`src/defr_pkg.sv`:
```
// Types, constants and helpers of the double-ended queue.
`default_nettype none
package defr_pkg;

  localparam int DEPTH      = 16;
  localparam int DATA_WIDTH = 32;
  localparam int AW         = $clog2(DEPTH);
  localparam int CW         = $clog2(DEPTH + 1);

  typedef logic [DATA_WIDTH-1:0] word_t;

  typedef enum logic [2:0] {
    CMD_APPEND    = 3'd0,
    CMD_PREPEND   = 3'd1,
    CMD_POP       = 3'd2,
    CMD_PEEK      = 3'd3,
    CMD_REMOVE    = 3'd4,
    CMD_DROP_HEAD = 3'd5,
    CMD_DROP_TAIL = 3'd6,
    CMD_CLEAR     = 3'd7
  } cmd_e;

  typedef enum logic [1:0] {
    ST_OK      = 2'd0,
    ST_NONE    = 2'd1,
    ST_INVALID = 2'd2,
    ST_FULL    = 2'd3
  } status_e;

  // Offset used for a store read, relative to the head
  typedef enum logic [1:0] {
    RD_IDX  = 2'd0,
    RD_NEXT = 2'd1,
    RD_DROP = 2'd2
  } rd_sel_e;

  typedef enum logic [1:0] {
    WR_NONE  = 2'd0,
    WR_TAIL  = 2'd1,
    WR_HEAD  = 2'd2,
    WR_SHIFT = 2'd3
  } wr_sel_e;

  typedef enum logic [2:0] {
    UPD_NONE    = 3'd0,
    UPD_APPEND  = 3'd1,
    UPD_PREPEND = 3'd2,
    UPD_POP     = 3'd3,
    UPD_REMOVE  = 3'd4,
    UPD_DROP    = 3'd5
  } upd_e;

  // Controller to datapath
  typedef struct packed {
    logic    cap;
    logic    rd_en;
    rd_sel_e rd_sel;
    wr_sel_e wr_sel;
    upd_e    upd;
    logic    idx_inc;
    logic    ld_res;
    status_e res_status;
    logic    res_has;
    logic    res_last;
  } ctl_cmd_t;

  // Datapath to controller
  typedef struct packed {
    cmd_e cmd;
    logic data_zero;
    logic full;
    logic empty;
    logic idx_end;
    logic match;
    logic shf_end;
    logic n_zero;
    logic drop_last;
    logic res_last;
  } ctl_sts_t;

  // Circular index: head plus an offset of at most DEPTH
  function automatic logic [AW-1:0] wrap_add(logic [AW-1:0] a, logic [CW-1:0] off);
    logic [CW:0] s;
    s = (CW+1)'(a) + (CW+1)'(off);
    if (s >= (CW+1)'(DEPTH)) s = s - (CW+1)'(DEPTH);
    return AW'(s);
  endfunction

endpackage
`default_nettype wire

```
`src/defr_if.sv`:
```
// Handshake channels of the double-ended queue: command in, result out.
`default_nettype none
interface defr_in_if;
  logic        valid;
  logic        ready;
  logic [2:0]  command;
  logic [31:0] data_value;
  logic [4:0]  amount;
  modport source (output valid, command, data_value, amount, input ready);
  modport sink (input valid, command, data_value, amount, output ready);
endinterface

interface defr_out_if;
  logic        valid;
  logic        ready;
  logic [1:0]  status;
  logic        has_value;
  logic [31:0] out_value;
  logic [4:0]  occupancy;
  logic        last_of_run;
  modport source (output valid, status, has_value, out_value, occupancy, last_of_run,
                  input ready);
  modport sink (input valid, status, has_value, out_value, occupancy, last_of_run,
                output ready);
endinterface
`default_nettype wire

```
`src/defr_datapath.sv`:
```
// Datapath: entry store, head and count, item registers and result register.
`default_nettype none
module defr_datapath import defr_pkg::*; (
  input  wire logic        clk_i,
  input  wire logic        rst_ni,
  input  wire ctl_cmd_t    ctl_i,
  output ctl_sts_t         sts_o,
  input  wire logic [2:0]  command_i,
  input  wire logic [31:0] data_value_i,
  input  wire logic [4:0]  amount_i,
  output logic [1:0]       status_o,
  output logic             has_value_o,
  output logic [31:0]      out_value_o,
  output logic [4:0]       occupancy_o,
  output logic             last_of_run_o
);

  word_t         mem_q [DEPTH];
  word_t         rdata_q;
  logic [AW-1:0] head_q, head_d;
  logic [CW-1:0] count_q, count_d;
  logic [CW-1:0] idx_q, n_q, n_new;
  cmd_e          cmd_q;
  word_t         data_q;
  logic [1:0]    res_status_q;
  logic          res_has_q, res_last_q;
  logic [31:0]   res_value_q;
  logic [4:0]    res_occ_q;

  logic [AW-1:0] head_m1, rd_addr, wr_addr;
  logic [CW-1:0] rd_off, base, idx_p1;
  word_t         wr_data;
  logic          wr_en, is_drop;

  assign head_m1 = (head_q == '0) ? AW'(DEPTH - 1) : head_q - AW'(1);
  assign idx_p1  = idx_q + CW'(1);
  assign is_drop = (cmd_q == CMD_DROP_HEAD) || (cmd_q == CMD_DROP_TAIL) ||
                   (cmd_q == CMD_CLEAR);
  assign base    = (cmd_q == CMD_DROP_TAIL) ? count_q - n_q : '0;

  // Number of entries a drop or clear takes away
  always_comb begin
    if (cmd_e'(command_i) == CMD_CLEAR || 8'(amount_i) > 8'(count_q)) begin
      n_new = count_q;
    end else begin
      n_new = CW'(amount_i);
    end
  end

  // Read address
  always_comb begin
    case (ctl_i.rd_sel)
      RD_NEXT: rd_off = idx_p1;
      RD_DROP: rd_off = base + idx_q;
      default: rd_off = idx_q;
    endcase
    rd_addr = wrap_add(head_q, rd_off);
  end

  // Write address and data
  always_comb begin
    wr_en   = 1'b1;
    wr_addr = wrap_add(head_q, count_q);
    wr_data = data_q;
    unique case (ctl_i.wr_sel)
      WR_TAIL:  wr_addr = wrap_add(head_q, count_q);
      WR_HEAD:  wr_addr = head_m1;
      WR_SHIFT: begin
        wr_addr = wrap_add(head_q, idx_q);
        wr_data = rdata_q;
      end
      default:  wr_en = 1'b0;
    endcase
  end

  // Head and count update
  always_comb begin
    head_d  = head_q;
    count_d = count_q;
    unique case (ctl_i.upd)
      UPD_APPEND:  count_d = count_q + CW'(1);
      UPD_PREPEND: begin
        head_d  = head_m1;
        count_d = count_q + CW'(1);
      end
      UPD_POP: begin
        head_d  = wrap_add(head_q, CW'(1));
        count_d = count_q - CW'(1);
      end
      UPD_REMOVE:  count_d = count_q - CW'(1);
      UPD_DROP: begin
        count_d = count_q - n_q;
        if (cmd_q != CMD_DROP_TAIL) head_d = wrap_add(head_q, n_q);
      end
      default: ;
    endcase
  end

  // Entry store, registered read
  always_ff @(posedge clk_i) begin
    if (wr_en) mem_q[wr_addr] <= wr_data;
    if (ctl_i.rd_en) rdata_q <= mem_q[rd_addr];
  end

  // Control state
  always_ff @(posedge clk_i or negedge rst_ni) begin
    if (!rst_ni) begin
      head_q  <= '0;
      count_q <= '0;
      idx_q   <= '0;
    end else begin
      head_q  <= head_d;
      count_q <= count_d;
      if (ctl_i.cap) idx_q <= '0;
      else if (ctl_i.idx_inc) idx_q <= idx_p1;
    end
  end

  // Item and result registers
  always_ff @(posedge clk_i) begin
    if (ctl_i.cap) begin
      cmd_q  <= cmd_e'(command_i);
      data_q <= DATA_WIDTH'(data_value_i);
      n_q    <= n_new;
    end
    if (ctl_i.ld_res) begin
      res_status_q <= ctl_i.res_status;
      res_has_q    <= ctl_i.res_has;
      res_value_q  <= ctl_i.res_has ? 32'(rdata_q) : '0;
      res_occ_q    <= is_drop ? 5'(count_q - n_q) : 5'(count_d);
      res_last_q   <= ctl_i.res_last;
    end
  end

  assign sts_o.cmd       = cmd_q;
  assign sts_o.data_zero = (data_q == '0);
  assign sts_o.full      = (count_q == CW'(DEPTH));
  assign sts_o.empty     = (count_q == '0);
  assign sts_o.idx_end   = (idx_q == count_q);
  assign sts_o.match     = (rdata_q == data_q);
  assign sts_o.shf_end   = ((CW+1)'(idx_q) + (CW+1)'(1) == (CW+1)'(count_q));
  assign sts_o.n_zero    = (n_q == '0);
  assign sts_o.drop_last = ((CW+1)'(idx_q) + (CW+1)'(1) == (CW+1)'(n_q));
  assign sts_o.res_last  = res_last_q;

  assign status_o      = res_status_q;
  assign has_value_o   = res_has_q;
  assign out_value_o   = res_value_q;
  assign occupancy_o   = res_occ_q;
  assign last_of_run_o = res_last_q;

endmodule
`default_nettype wire

```
`src/defr_ctrl.sv`:
```
// Controller: sequences one command over the datapath and drives the handshakes.
`default_nettype none
module defr_ctrl import defr_pkg::*; (
  input  wire logic     clk_i,
  input  wire logic     rst_ni,
  input  wire logic     in_valid_i,
  output logic          in_ready_o,
  output logic          out_valid_o,
  input  wire logic     out_ready_i,
  input  wire ctl_sts_t sts_i,
  output ctl_cmd_t      ctl_o
);

  typedef enum logic [9:0] {
    S_IDLE    = 10'b0000000001,
    S_DECODE  = 10'b0000000010,
    S_POP_LD  = 10'b0000000100,
    S_SRCH_RD = 10'b0000001000,
    S_SRCH_CM = 10'b0000010000,
    S_SHF_RD  = 10'b0000100000,
    S_SHF_WR  = 10'b0001000000,
    S_DROP_RD = 10'b0010000000,
    S_DROP_LD = 10'b0100000000,
    S_EMIT    = 10'b1000000000
  } state_e;

  state_e state_q, state_d;

  assign in_ready_o  = (state_q == S_IDLE);
  assign out_valid_o = (state_q == S_EMIT);

  // Next state and datapath commands
  always_comb begin
    state_d = state_q;
    ctl_o   = '0;
    ctl_o.res_last = 1'b1;
    unique case (state_q)
      S_IDLE: begin
        if (in_valid_i) begin
          ctl_o.cap = 1'b1;
          state_d   = S_DECODE;
        end
      end
      S_DECODE: begin
        unique case (sts_i.cmd) inside
          CMD_APPEND, CMD_PREPEND: begin
            ctl_o.ld_res = 1'b1;
            state_d      = S_EMIT;
            if (sts_i.data_zero) begin
              ctl_o.res_status = ST_INVALID;
            end else if (sts_i.full) begin
              ctl_o.res_status = ST_FULL;
            end else begin
              ctl_o.res_status = ST_OK;
              ctl_o.wr_sel = (sts_i.cmd == CMD_APPEND) ? WR_TAIL : WR_HEAD;
              ctl_o.upd    = (sts_i.cmd == CMD_APPEND) ? UPD_APPEND : UPD_PREPEND;
            end
          end
          CMD_POP, CMD_PEEK: begin
            if (sts_i.empty) begin
              ctl_o.ld_res     = 1'b1;
              ctl_o.res_status = ST_NONE;
              state_d          = S_EMIT;
            end else begin
              ctl_o.rd_en = 1'b1;
              state_d     = S_POP_LD;
            end
          end
          CMD_REMOVE: begin
            if (sts_i.data_zero) begin
              ctl_o.ld_res     = 1'b1;
              ctl_o.res_status = ST_INVALID;
              state_d          = S_EMIT;
            end else begin
              state_d = S_SRCH_RD;
            end
          end
          default: begin
            if (sts_i.n_zero) begin
              ctl_o.ld_res = 1'b1;
              state_d      = S_EMIT;
            end else begin
              state_d = S_DROP_RD;
            end
          end
        endcase
      end
      S_POP_LD: begin
        ctl_o.ld_res  = 1'b1;
        ctl_o.res_has = 1'b1;
        ctl_o.upd     = (sts_i.cmd == CMD_POP) ? UPD_POP : UPD_NONE;
        state_d       = S_EMIT;
      end
      // Search from the head for the equal entry nearest the head
      S_SRCH_RD: begin
        if (sts_i.idx_end) begin
          ctl_o.ld_res     = 1'b1;
          ctl_o.res_status = ST_NONE;
          state_d          = S_EMIT;
        end else begin
          ctl_o.rd_en = 1'b1;
          state_d     = S_SRCH_CM;
        end
      end
      S_SRCH_CM: begin
        if (sts_i.match) begin
          state_d = S_SHF_RD;
        end else begin
          ctl_o.idx_inc = 1'b1;
          state_d       = S_SRCH_RD;
        end
      end
      // Close up the entries behind the removed one
      S_SHF_RD: begin
        if (sts_i.shf_end) begin
          ctl_o.ld_res = 1'b1;
          ctl_o.upd    = UPD_REMOVE;
          state_d      = S_EMIT;
        end else begin
          ctl_o.rd_en  = 1'b1;
          ctl_o.rd_sel = RD_NEXT;
          state_d      = S_SHF_WR;
        end
      end
      S_SHF_WR: begin
        ctl_o.wr_sel  = WR_SHIFT;
        ctl_o.idx_inc = 1'b1;
        state_d       = S_SHF_RD;
      end
      // Drops: one result per removed word
      S_DROP_RD: begin
        ctl_o.rd_en  = 1'b1;
        ctl_o.rd_sel = RD_DROP;
        state_d      = S_DROP_LD;
      end
      S_DROP_LD: begin
        ctl_o.ld_res   = 1'b1;
        ctl_o.res_has  = 1'b1;
        ctl_o.res_last = sts_i.drop_last;
        state_d        = S_EMIT;
      end
      S_EMIT: begin
        if (out_ready_i) begin
          if (sts_i.res_last) begin
            if (sts_i.cmd == CMD_DROP_HEAD || sts_i.cmd == CMD_DROP_TAIL ||
                sts_i.cmd == CMD_CLEAR) begin
              ctl_o.upd = UPD_DROP;
            end
            state_d = S_IDLE;
          end else begin
            ctl_o.idx_inc = 1'b1;
            state_d       = S_DROP_RD;
          end
        end
      end
      default: state_d = S_IDLE;
    endcase
  end

  always_ff @(posedge clk_i or negedge rst_ni) begin
    if (!rst_ni) state_q <= S_IDLE;
    else state_q <= state_d;
  end

endmodule
`default_nettype wire

```
`src/double_ended_fifo_with_remove.sv`:
```
// Top level of the double-ended queue with search-and-remove.
// The queue holds up to DEPTH nonzero words and takes one command item at a
// time; the next item is accepted only after the last result of the previous
// one has been taken. A remove searches from the head and then closes up the
// entries behind the removed one; a drop or clear emits one result per word
// removed, or one result without a word when none is removed. The single-port
// store with its registered read is visited one entry at a time.
`default_nettype none
module double_ended_fifo_with_remove import defr_pkg::*; (
  input  wire logic clk_i,
  input  wire logic rst_ni,
  defr_in_if.sink   in_i,
  defr_out_if.source out_o
);

  ctl_cmd_t ctl;
  ctl_sts_t sts;

  defr_ctrl u_ctrl (
    .clk_i       (clk_i),
    .rst_ni      (rst_ni),
    .in_valid_i  (in_i.valid),
    .in_ready_o  (in_i.ready),
    .out_valid_o (out_o.valid),
    .out_ready_i (out_o.ready),
    .sts_i       (sts),
    .ctl_o       (ctl)
  );

  defr_datapath u_dp (
    .clk_i         (clk_i),
    .rst_ni        (rst_ni),
    .ctl_i         (ctl),
    .sts_o         (sts),
    .command_i     (in_i.command),
    .data_value_i  (in_i.data_value),
    .amount_i      (in_i.amount),
    .status_o      (out_o.status),
    .has_value_o   (out_o.has_value),
    .out_value_o   (out_o.out_value),
    .occupancy_o   (out_o.occupancy),
    .last_of_run_o (out_o.last_of_run)
  );

endmodule
`default_nettype wire

```
`src/flat_wrapper.sv`:
```
// flat-port wrapper written by rule: the top's interface ports become plain ports
module double_ended_fifo_with_remove_flat import defr_pkg::*;
  (clk_i, rst_ni, in_i_valid, in_i_command, in_i_data_value, in_i_amount, in_i_ready, out_o_valid, out_o_status, out_o_has_value, out_o_out_value, out_o_occupancy, out_o_last_of_run, out_o_ready);
  defr_in_if in_i_i ();
  defr_out_if out_o_i ();
  input  wire logic clk_i;
  input  wire logic rst_ni;
  input wire logic [$bits(in_i_i.valid)-1:0] in_i_valid;
  input wire logic [$bits(in_i_i.command)-1:0] in_i_command;
  input wire logic [$bits(in_i_i.data_value)-1:0] in_i_data_value;
  input wire logic [$bits(in_i_i.amount)-1:0] in_i_amount;
  output wire logic [$bits(in_i_i.ready)-1:0] in_i_ready;
  output wire logic [$bits(out_o_i.valid)-1:0] out_o_valid;
  output wire logic [$bits(out_o_i.status)-1:0] out_o_status;
  output wire logic [$bits(out_o_i.has_value)-1:0] out_o_has_value;
  output wire logic [$bits(out_o_i.out_value)-1:0] out_o_out_value;
  output wire logic [$bits(out_o_i.occupancy)-1:0] out_o_occupancy;
  output wire logic [$bits(out_o_i.last_of_run)-1:0] out_o_last_of_run;
  input wire logic [$bits(out_o_i.ready)-1:0] out_o_ready;
  assign in_i_i.valid = in_i_valid;
  assign in_i_i.command = in_i_command;
  assign in_i_i.data_value = in_i_data_value;
  assign in_i_i.amount = in_i_amount;
  assign in_i_ready = in_i_i.ready;
  assign out_o_valid = out_o_i.valid;
  assign out_o_status = out_o_i.status;
  assign out_o_has_value = out_o_i.has_value;
  assign out_o_out_value = out_o_i.out_value;
  assign out_o_occupancy = out_o_i.occupancy;
  assign out_o_last_of_run = out_o_i.last_of_run;
  assign out_o_i.ready = out_o_ready;
  double_ended_fifo_with_remove u_core (.clk_i(clk_i), .rst_ni(rst_ni), .in_i(in_i_i), .out_o(out_o_i));
endmodule
```
`config.mk`:
```
export PLATFORM = sky130hd
export DESIGN_NAME = double_ended_fifo_with_remove_flat
export DESIGN_NICKNAME = d
export VERILOG_FILES = /design/src/defr_pkg.sv /design/src/defr_if.sv /design/src/defr_datapath.sv /design/src/defr_ctrl.sv /design/src/double_ended_fifo_with_remove.sv /design/src/flat_wrapper.sv
export SDC_FILE = /design/constraint.sdc
export NUM_CORES = 1
export LEC_CHECK = 0
export BUFFER_PORTS_ARGS = -buffer_cell sky130_fd_sc_hd__buf_4
export CAP_MARGIN = 20
export CORE_MARGIN = 1
export CORE_UTILIZATION = 56
export DETAILED_ROUTE_END_ITERATION = 8
export GPL_TIMING_DRIVEN = 0
export PLACE_DENSITY_LB_ADDON = 0.1
export SYNTH_ARGS = -nofsm -noshare
export SYNTH_HDL_FRONTEND = slang
export SYNTH_SLANG_ARGS = --single-unit
```
`constraint.sdc`:
```
create_clock -name clk_i -period 4.71 [get_ports clk_i]
set_input_delay 0.2355 -clock clk_i [delete_from_list [all_inputs] [get_ports clk_i]]
set_output_delay 0.2355 -clock clk_i [all_outputs]
set_load 0.01 [all_outputs]
```
==> run_results.csv, run 1 <==
group,metric,value,unit
yosys,synthTopCellsByArea,"edfxtp_1, mux4_2, dfrtp_1",
power_and_ir_drop,leakage,10.8,nW
worst_setup_path,worstSetupEndpointType,"flip-flop",
yosys,syn_nets,1478,
timing,hold_viol,0,
worst_setup_path,arrival,4.93,ns
clocking,cts_buffers,67,
drt,drc,0,
drt,via_per_inst,6.28,
grt,grt_max_degree,26,
timing,worst_slew_pin_slew,0.927,ns
timing,setup_viol,0,
clocking,cts_root_buf,"clkbuf_16",
placed_design,portBuffers,86,
yosys,avgSynthCellArea,19.4,um^2
worst_setup_path,path_max_fanout,10,
clocking,clockBufferDepth,3,
floorplan,start_util,0.568,
placed_design,place_inst,2125,
timing,drv_slew,0,
drt,drt_iter0_markers,1446,
floorplan,core-area,47700,um^2
layout,final_layout_size_suffix_gt1_frac,0.319,
yosys,netlist_area,27100,um^2
yosys,yosys.cell_types.count,80,
run_status,status,"finished, final reports clean",
timing,period_minus_slack,4.61,ns
timing,fmax,217,MHz
layout,layout_commonest_cell,"edfxtp_1",
timing,maxSlewHeadroom,0.376,
clocking,numClockSinks,649,
drt,antenna_left,0,
layout,diodes,0,
layout,multi_input_area,7550,um^2
floorplan,die_h,222,um
yosys,yosysWarnings,0,
timing,final.period_utilization,0.979,
layout,fin_util,0.677,
drt,wirelength,67.6,mm
grt,antenna_found_initial,1,
clocking,cts_tree,"yes",
clocking,htreeDepth,3,
layout,post_layout_nonfiller_instances,2307,
floorplan,pin_count,87,
yosys,synthFlopType,"edfxtp_1",
yosys,yosys.area.top_type,"edfxtp_1",
power_and_ir_drop,power.density,565,nW/um^2
grt,grt_use_total,0.282,
timing,setup_slack,0.0979,ns
yosys,syn-instance-count,1399,
placed_design,place_congestion,0.863,
hold_path,hold_path.class,"input pin to flip-flop",
worst_setup_path,cp-start-kind,"flip-flop",
run,maxCapViolations,0,
yosys,synth-seq-cells,649,
drt,num_vias,14500,
timing,skew,0.0278,ns
grt,grt_pass1_wl,98.1,mm
yosys,ys_seq_area_frac,0.715,
yosys,synth_top_cell_area_share,0.692,
layout,nets,1725,
grt,grt_pass1_vias,14800,
placed_design,dpl.hpwl,43.1,mm
floorplan,rows,80,
power_and_ir_drop,max-vdd-ir-drop,0.359,mV
clocking,clock_latency,0.61,ns
worst_setup_path,path_class,"flip-flop to flip-flop",
placed_design,pre_cts_slack,-1.26,ns
floorplan,die_x,222,um
yosys,synth-edff-count,625,
drt,first_pass_iters,5,
layout,fillers,3086,
worst_setup_path,crit_required,5.02,ns
drt,wire_per_inst,29.3,um
floorplan,dieArea,49300,um^2
layout,final_cell_mix,"edfxtp_1, mux4_2, buf_4, clkbuf_16, dlygate4sd3_1",
clocking,path_clk_slew,0.06,ns
grt,grt-ovfl-total,0,
layout,seq_area,19400,um^2
yosys,async_flop_share,0.0370,
layout,area_delta_synth_final,19.3,%
==> worst max-delay path, stage by stage, from the launching register on <==
cell,delay [ns]
dfrtp_2,0.48
ha_2,0.26
nand2b_1,0.17
a21o_1,0.18
a31o_1,0.26
a31oi_4,0.19
ha_2,0.36
a221oi_1,0.23
a21oi_1,0.09
ha_1,0.23
fa_2,0.62
buf_8,0.20
clkbuf_8,0.24
mux4_2,0.31
mux4_2,0.50
==> Yosys cell counts (6+ instances only) <==
library cell    n
ha_1           29
dfrtp_1        23
nand4_1         8
and3_1          8
a21o_1          9
edfxtp_1      625
fa_1            6
nand2_1        38
mux4_2        160
o21ai_0        20
xnor2_1        24
nor3_1         10
mux2i_1        13
a21oi_1        20
nor2b_1         8
nor4_1         17
nand3_1         8
and2_1         38
xor2_1         41
nor2_1         61
inv_1          28
clkbuf_1       43
mux2_2         37
nand2b_1       16
buf_2          11
==> flip-flops by register name, summed over array words and instances, names as in the netlist, 2 cells and up <==
signal and count:
u_core.u_ctrl.state_q 10, u_core.u_dp.cmd_q 3, u_core.u_dp.count_q 5, u_core.u_dp.data_q 32
u_core.u_dp.head_q 4, u_core.u_dp.idx_q 5, u_core.u_dp.mem_q 512, u_core.u_dp.n_q 5
u_core.u_dp.occupancy_o 5, u_core.u_dp.out_value_o 32, u_core.u_dp.rdata_q 32, u_core.u_dp.status_o 2
==> cell families after synthesis <==
group	synth area share
XOR/XNOR	0.0210
buffers and inverters	0.0145
adder cells (fa/ha/maj)	0.0178
flip-flops	0.715
multiplexers	0.153
AO/OA/AOI/OAI	0.0247
AND/OR/NAND/NOR	0.0542
==> area by class of cell <==
| class | count | share of cell area |
|---|---|---|
| tap | 615 | 0.0238 |
| multi-input combinational | 660 | 0.234 |
| timing repair buffer | 180 | 0.0604 |
| sequential | 649 | 0.599 |
| clock buffer | 87 | 0.0562 |
| inverter | 28 | 0.00333 |
| buffer | 60 | 0.0154 |
| clock inverter | 28 | 0.00782 |
==> where the power goes <==
group / switching, mW / leakage, nW / internal (mW) / total, mW
combinational: 3.13 / 3.87 / 2.75 / 5.88
clock: 2.15 / 0.999 / 2.89 / 5.04
sequential: 0.290 / 5.91 / 7.04 / 7.33
total: 5.57 / 10.8 / 12.7 / 18.3
==> path summary, 6_finish.rpt <==
check                                             start                     endpoint  slack, ns  cells after the start
worst max-delay path               u_core.u_dp.idx_q[1]       u_core.u_dp.rdata_q[8]        0.1                     14
worst min-delay path                     in_i_amount[0]           u_core.u_dp.n_q[0]       0.04                      3
worst max register to register     u_core.u_dp.idx_q[1]       u_core.u_dp.rdata_q[8]        0.1                     14
worst min register to register  u_core.u_dp.rdata_q[12]  u_core.u_dp.out_value_o[12]       0.61                      1
max in group asynchronous                        rst_ni     u_core.u_ctrl.state_q[0]       4.28                      2
min in group asynchronous                        rst_ni       u_core.u_dp.count_q[3]       0.11                      2
==> per-stage QoR <==
stage | power [mW] | hold WS, ns | TNS, ns | instance area (um^2)
finish | 18.3 | 0.0362 | 0 | 32300
detailed placement | 13.0 | 0.182 | -209.91 | 29200
floorplan | 11.1 | -0.0601 | -10.76 | 27100
global placement | 12.6 | 0.179 | -1229.40 | 28500
CTS | 18.3 | 0.00446 | 0 | 32300
global route | 18.9 | 0.0207 | -0.160 | 32300
==> routing by layer <==
metal,track usage,routed length (um),share of wire
met1,0.385,27200,0.40
met5,0,9,0.00013
met4,0.103,2250,0.033
met2,0.463,33600,0.50
met3,0.0486,4470,0.066
==> repair_timing <==
item / in CTS / in global routing
hold buffers: 42 / 0
gates resized for setup: 87 / 21
buffers inserted: 27 / 0
hold endpoints to repair: 65 / 0
setup endpoints to repair: 544 / 322
pin swaps: 19 / 1
No activity file was read; power rests on OpenSTA's default activity.
==> run 2: changes to the inputs <==
Settings changed: CTS_BUF_LIST set to sky130_fd_sc_hd__clkbuf_16, SYNTH_HIERARCHICAL set to 1.
==> run_results.csv, run 2 <==
group,metric,value,unit
yosys,syn_nets,1530,
drt,top_layer_used,"met4",
grt,grt_max_degree,32,
layout,diodes,0,
clocking,htreeDepth,3,
yosys,yosysWarnings,6,
power_and_ir_drop,switching_share,0.321,
layout,multi_input_area,7900,um^2
grt,grt_use_total,0.278,
clocking,clockBufferDepth,3,
power_and_ir_drop,leakage,11.6,nW
yosys,netlist_area,27200,um^2
drt,antenna_left,0,
layout,final_layout_size_suffix_gt1_frac,0.303,
layout,stdcell_area,33000,um^2
worst_setup_path,rrSetupSlack,0.08,ns
layout,largest-register,"u_core/u_dp/mem_q",
placed_design,place_congestion,0.874,
timing,skew,0.0218,ns
run_status,status,"finished, final reports clean",
clocking,cts_tree,"yes",
layout,nets,1788,
worst_setup_path,rr_startpoint,"u_core/u_dp/idx_q[0]",
drt,met1_length,27.5,mm
clocking,cts_buffers,68,
clocking,path_clk_slew,0.06,ns
power_and_ir_drop,max-vdd-ir-drop,0.493,mV
clocking,numClockSinks,649,
power_and_ir_drop,power.density,586,nW/um^2
layout,fin_util,0.691,
layout,final_cell_mix,"edfxtp_1, mux4_2, buf_4, mux2i_1, clkbuf_16",
timing,drv_slew,0,
drt,routed-wl-met3,5.26,mm
power_and_ir_drop,seq_power_share,0.383,
power_and_ir_drop,p_switching,6.21,mW
run,maxCapViolations,0,
layout,largest_reg_flops,512,
grt,grt_pass1_wl,98.1,mm
clocking,clock_latency,0.61,ns
placed_design,portBuffers,86,
timing,setup_viol,0,
layout,area_delta_synth_final,21.3,%
clocking,cts_root_buf,"clkbuf_16",
worst_setup_path,arrival,4.97,ns
timing,hold_viol,0,
floorplan,die_x,223,um
worst_setup_path,reg2reg_to,"u_core/u_dp/rdata_q[17]",
drt,drt_iter0_markers,1619,
timing,period_minus_slack,4.63,ns
floorplan,core-area,47800,um^2
yosys,synth-seq-cells,649,
power_and_ir_drop,clockPowerShare,0.274,
worst_setup_path,crit_required,5.05,ns
power_and_ir_drop,intPower,13.1,mW
floorplan,dieArea,49500,um^2
hold_path,hold_path.class,"input pin to async pin",
timing,worst_slew_pin_slew,0.989,ns
drt,first_pass_iters,7,
yosys,yosys.cell_types.count,71,
worst_setup_path,reg2regPathDepth,19,
floorplan,start_util,0.569,
worst_setup_path,worstSetupEndpointType,"flip-flop",
yosys,synth_top_cell_area_share,0.689,
floorplan,die_h,223,um
yosys,async_flop_share,0.0370,
grt,grt-ovfl-total,0,
floorplan,pin_count,87,
yosys,yosysMostFrequentCell,"edfxtp_1",
drt,num_vias,15000,
worst_setup_path,path_max_fanout,10,
yosys,ys_seq_area_frac,0.711,
timing,final.period_utilization,0.983,
yosys,avgSynthCellArea,18.8,um^2
drt,via_per_inst,6.31,
layout,seq_area,19400,um^2
power_and_ir_drop,p_comb_frac,0.343,
drt,wire_per_inst,28.5,um
drt,wirelength,67.7,mm
yosys,yosys.area.top_type,"edfxtp_1",
placed_design,dpl-instance-area,29200,um^2
drt,met2_length,33.1,mm
grt,antenna_found_initial,1,
worst_setup_path,path_class,"flip-flop to flip-flop",
yosys,syn-instance-count,1451,
yosys,synthFlopType,"edfxtp_1",
layout,fillers,2978,
yosys,yosys-top-cells-count,"edfxtp_1, mux4_2, mux2i_1",
placed_design,dpl.hpwl,42.1,mm
timing,fmax,216,MHz
grt,grt_pass1_vias,14800,
worst_setup_path,cp-start-kind,"flip-flop",
drt,drc,0,
yosys,synth-edff-count,625,
layout,layout_commonest_cell,"edfxtp_1",
timing,maxSlewHeadroom,0.333,
yosys,synthTopCellsByArea,"edfxtp_1, mux4_2, mux2i_1",
floorplan,rows,80,
==> run 2: changes by cell type in the layout (fill, tap and decap cells not counted), moves of 8 or more <==
cell,change
xor2_1,+10
inv_1,+15
buf_12,+12
nand2b_1,-10
mux2i_1,+85
clkbuf_1,-16
mux4_2,-32
clkbuf_8,-8
buf_4,+8
clkbuf_4,-8
==> run 2: what timing repair did <==
action / 4_1_cts / 5_1_grt
pin swaps: 20 / 11
setup endpoints to repair: 552 / 546
hold buffers: 43 / 0
resized for setup: 102 / 75
endpoints found under the hold margin: 67 / 0
buffers inserted: 25 / 13
gates cloned: 0 / 1
==> run 2: area by class of cell <==
type	count	area share
Buffer	63	0.0193
Clock buffer	68	0.0515
Clock inverter	56	0.0156
Inverter	28	0.00318
Multi-Input combinational cell	710	0.239
Sequential cell	649	0.586
Tap cell	615	0.0233
Timing Repair Buffer	189	0.0619
==> run 2: power groups by stage <==
stage	clock, mW	sequential (mW)	combinational (mW)
after floorplan	0	7.41	4.11
after global placement	0	7.52	5.63
after detailed placement	0	7.50	5.93
after CTS	5.38	7.41	6.30
after global routing	5.58	7.45	7.05
final	5.30	7.42	6.64
==> run 2: cell families after synthesis <==
family,count (synthesis),share of synthesized area
buffers and inverters,92,0.0160
muxes,270,0.160
AOI/OAI and AO/OA,95,0.0231
xor gates and xnor gates,74,0.0248
DFF,649,0.711
adders and majority gates,35,0.0177
and+or+nand+nor,236,0.0477
==> run 2: worst max path at each step <==
| stage | from | end | slack [ns] | cells past startpoint |
|---|---|---|---|---|
| 2_1_floorplan | u_core/u_ctrl/state_q[5] | u_core/u_dp/mem_q[15][0] | -0.29 | 15 |
| 3_3_place_gp | u_core/u_dp/data_q[28] | u_core/u_dp/mem_q[4][19] | -4.11 | 16 |
| 3_5_place_dp | u_core/u_dp/idx_q[1] | u_core/u_dp/rdata_q[6] | -1.74 | 18 |
| 4_1_cts | u_core/u_dp/idx_q[0] | u_core/u_dp/rdata_q[22] | -0.02 | 20 |
| 5_1_grt | u_core/u_dp/idx_q[0] | u_core/u_dp/rdata_q[21] | -0.05 | 19 |
| 6_report | u_core/u_dp/idx_q[0] | u_core/u_dp/rdata_q[17] | 0.08 | 19 |
==> run 2: worst max-delay path, stage by stage (launching register included) <==
cell and delay, ns:
dfrtp_1 0.40, buf_4 0.15, ha_4 0.19, xor2_4 0.16
xnor2_1 0.15, nand3_1 0.15, a2111oi_4 0.44, nor4_4 0.07
inv_1 0.07, ha_1 0.24, buf_4 0.18, a21oi_2 0.19
ha_2 0.22, inv_1 0.06, fa_2 0.68, buf_12 0.21
buf_8 0.18, mux4_2 0.31, mux2i_1 0.19, mux2i_1 0.10
==> run 2: metal layers <==
| metal | track usage | vias up |
|---|---|---|
| met5 | 0 | - |
| met4 | 0.0752 | 0 |
| met3 | 0.0464 | 128 |
| met2 | 0.455 | 703 |
| met1 | 0.392 | 7847 |
| li1 | - | 6333 |
==> run 2: through the flow <==
stage / setup slack [ns] / power [mW] / hold slack [ns] / setup TNS, ns / instances
6_report: 0.0786 / 19.4 / 0.111 / 0 / 2378
4_1_cts: -0.0207 / 19.1 / 0.0621 / -0.0755 / 2364
2_1_floorplan: -0.291 / 11.5 / -0.0601 / -88.85 / 1451
3_5_place_dp: -1.74 / 13.4 / 0.177 / -821.06 / 2173
5_1_grt: -0.0452 / 20.1 / 0.104 / -0.345 / 2378
3_3_place_gp: -4.11 / 13.1 / 0.173 / -1770.75 / 2152
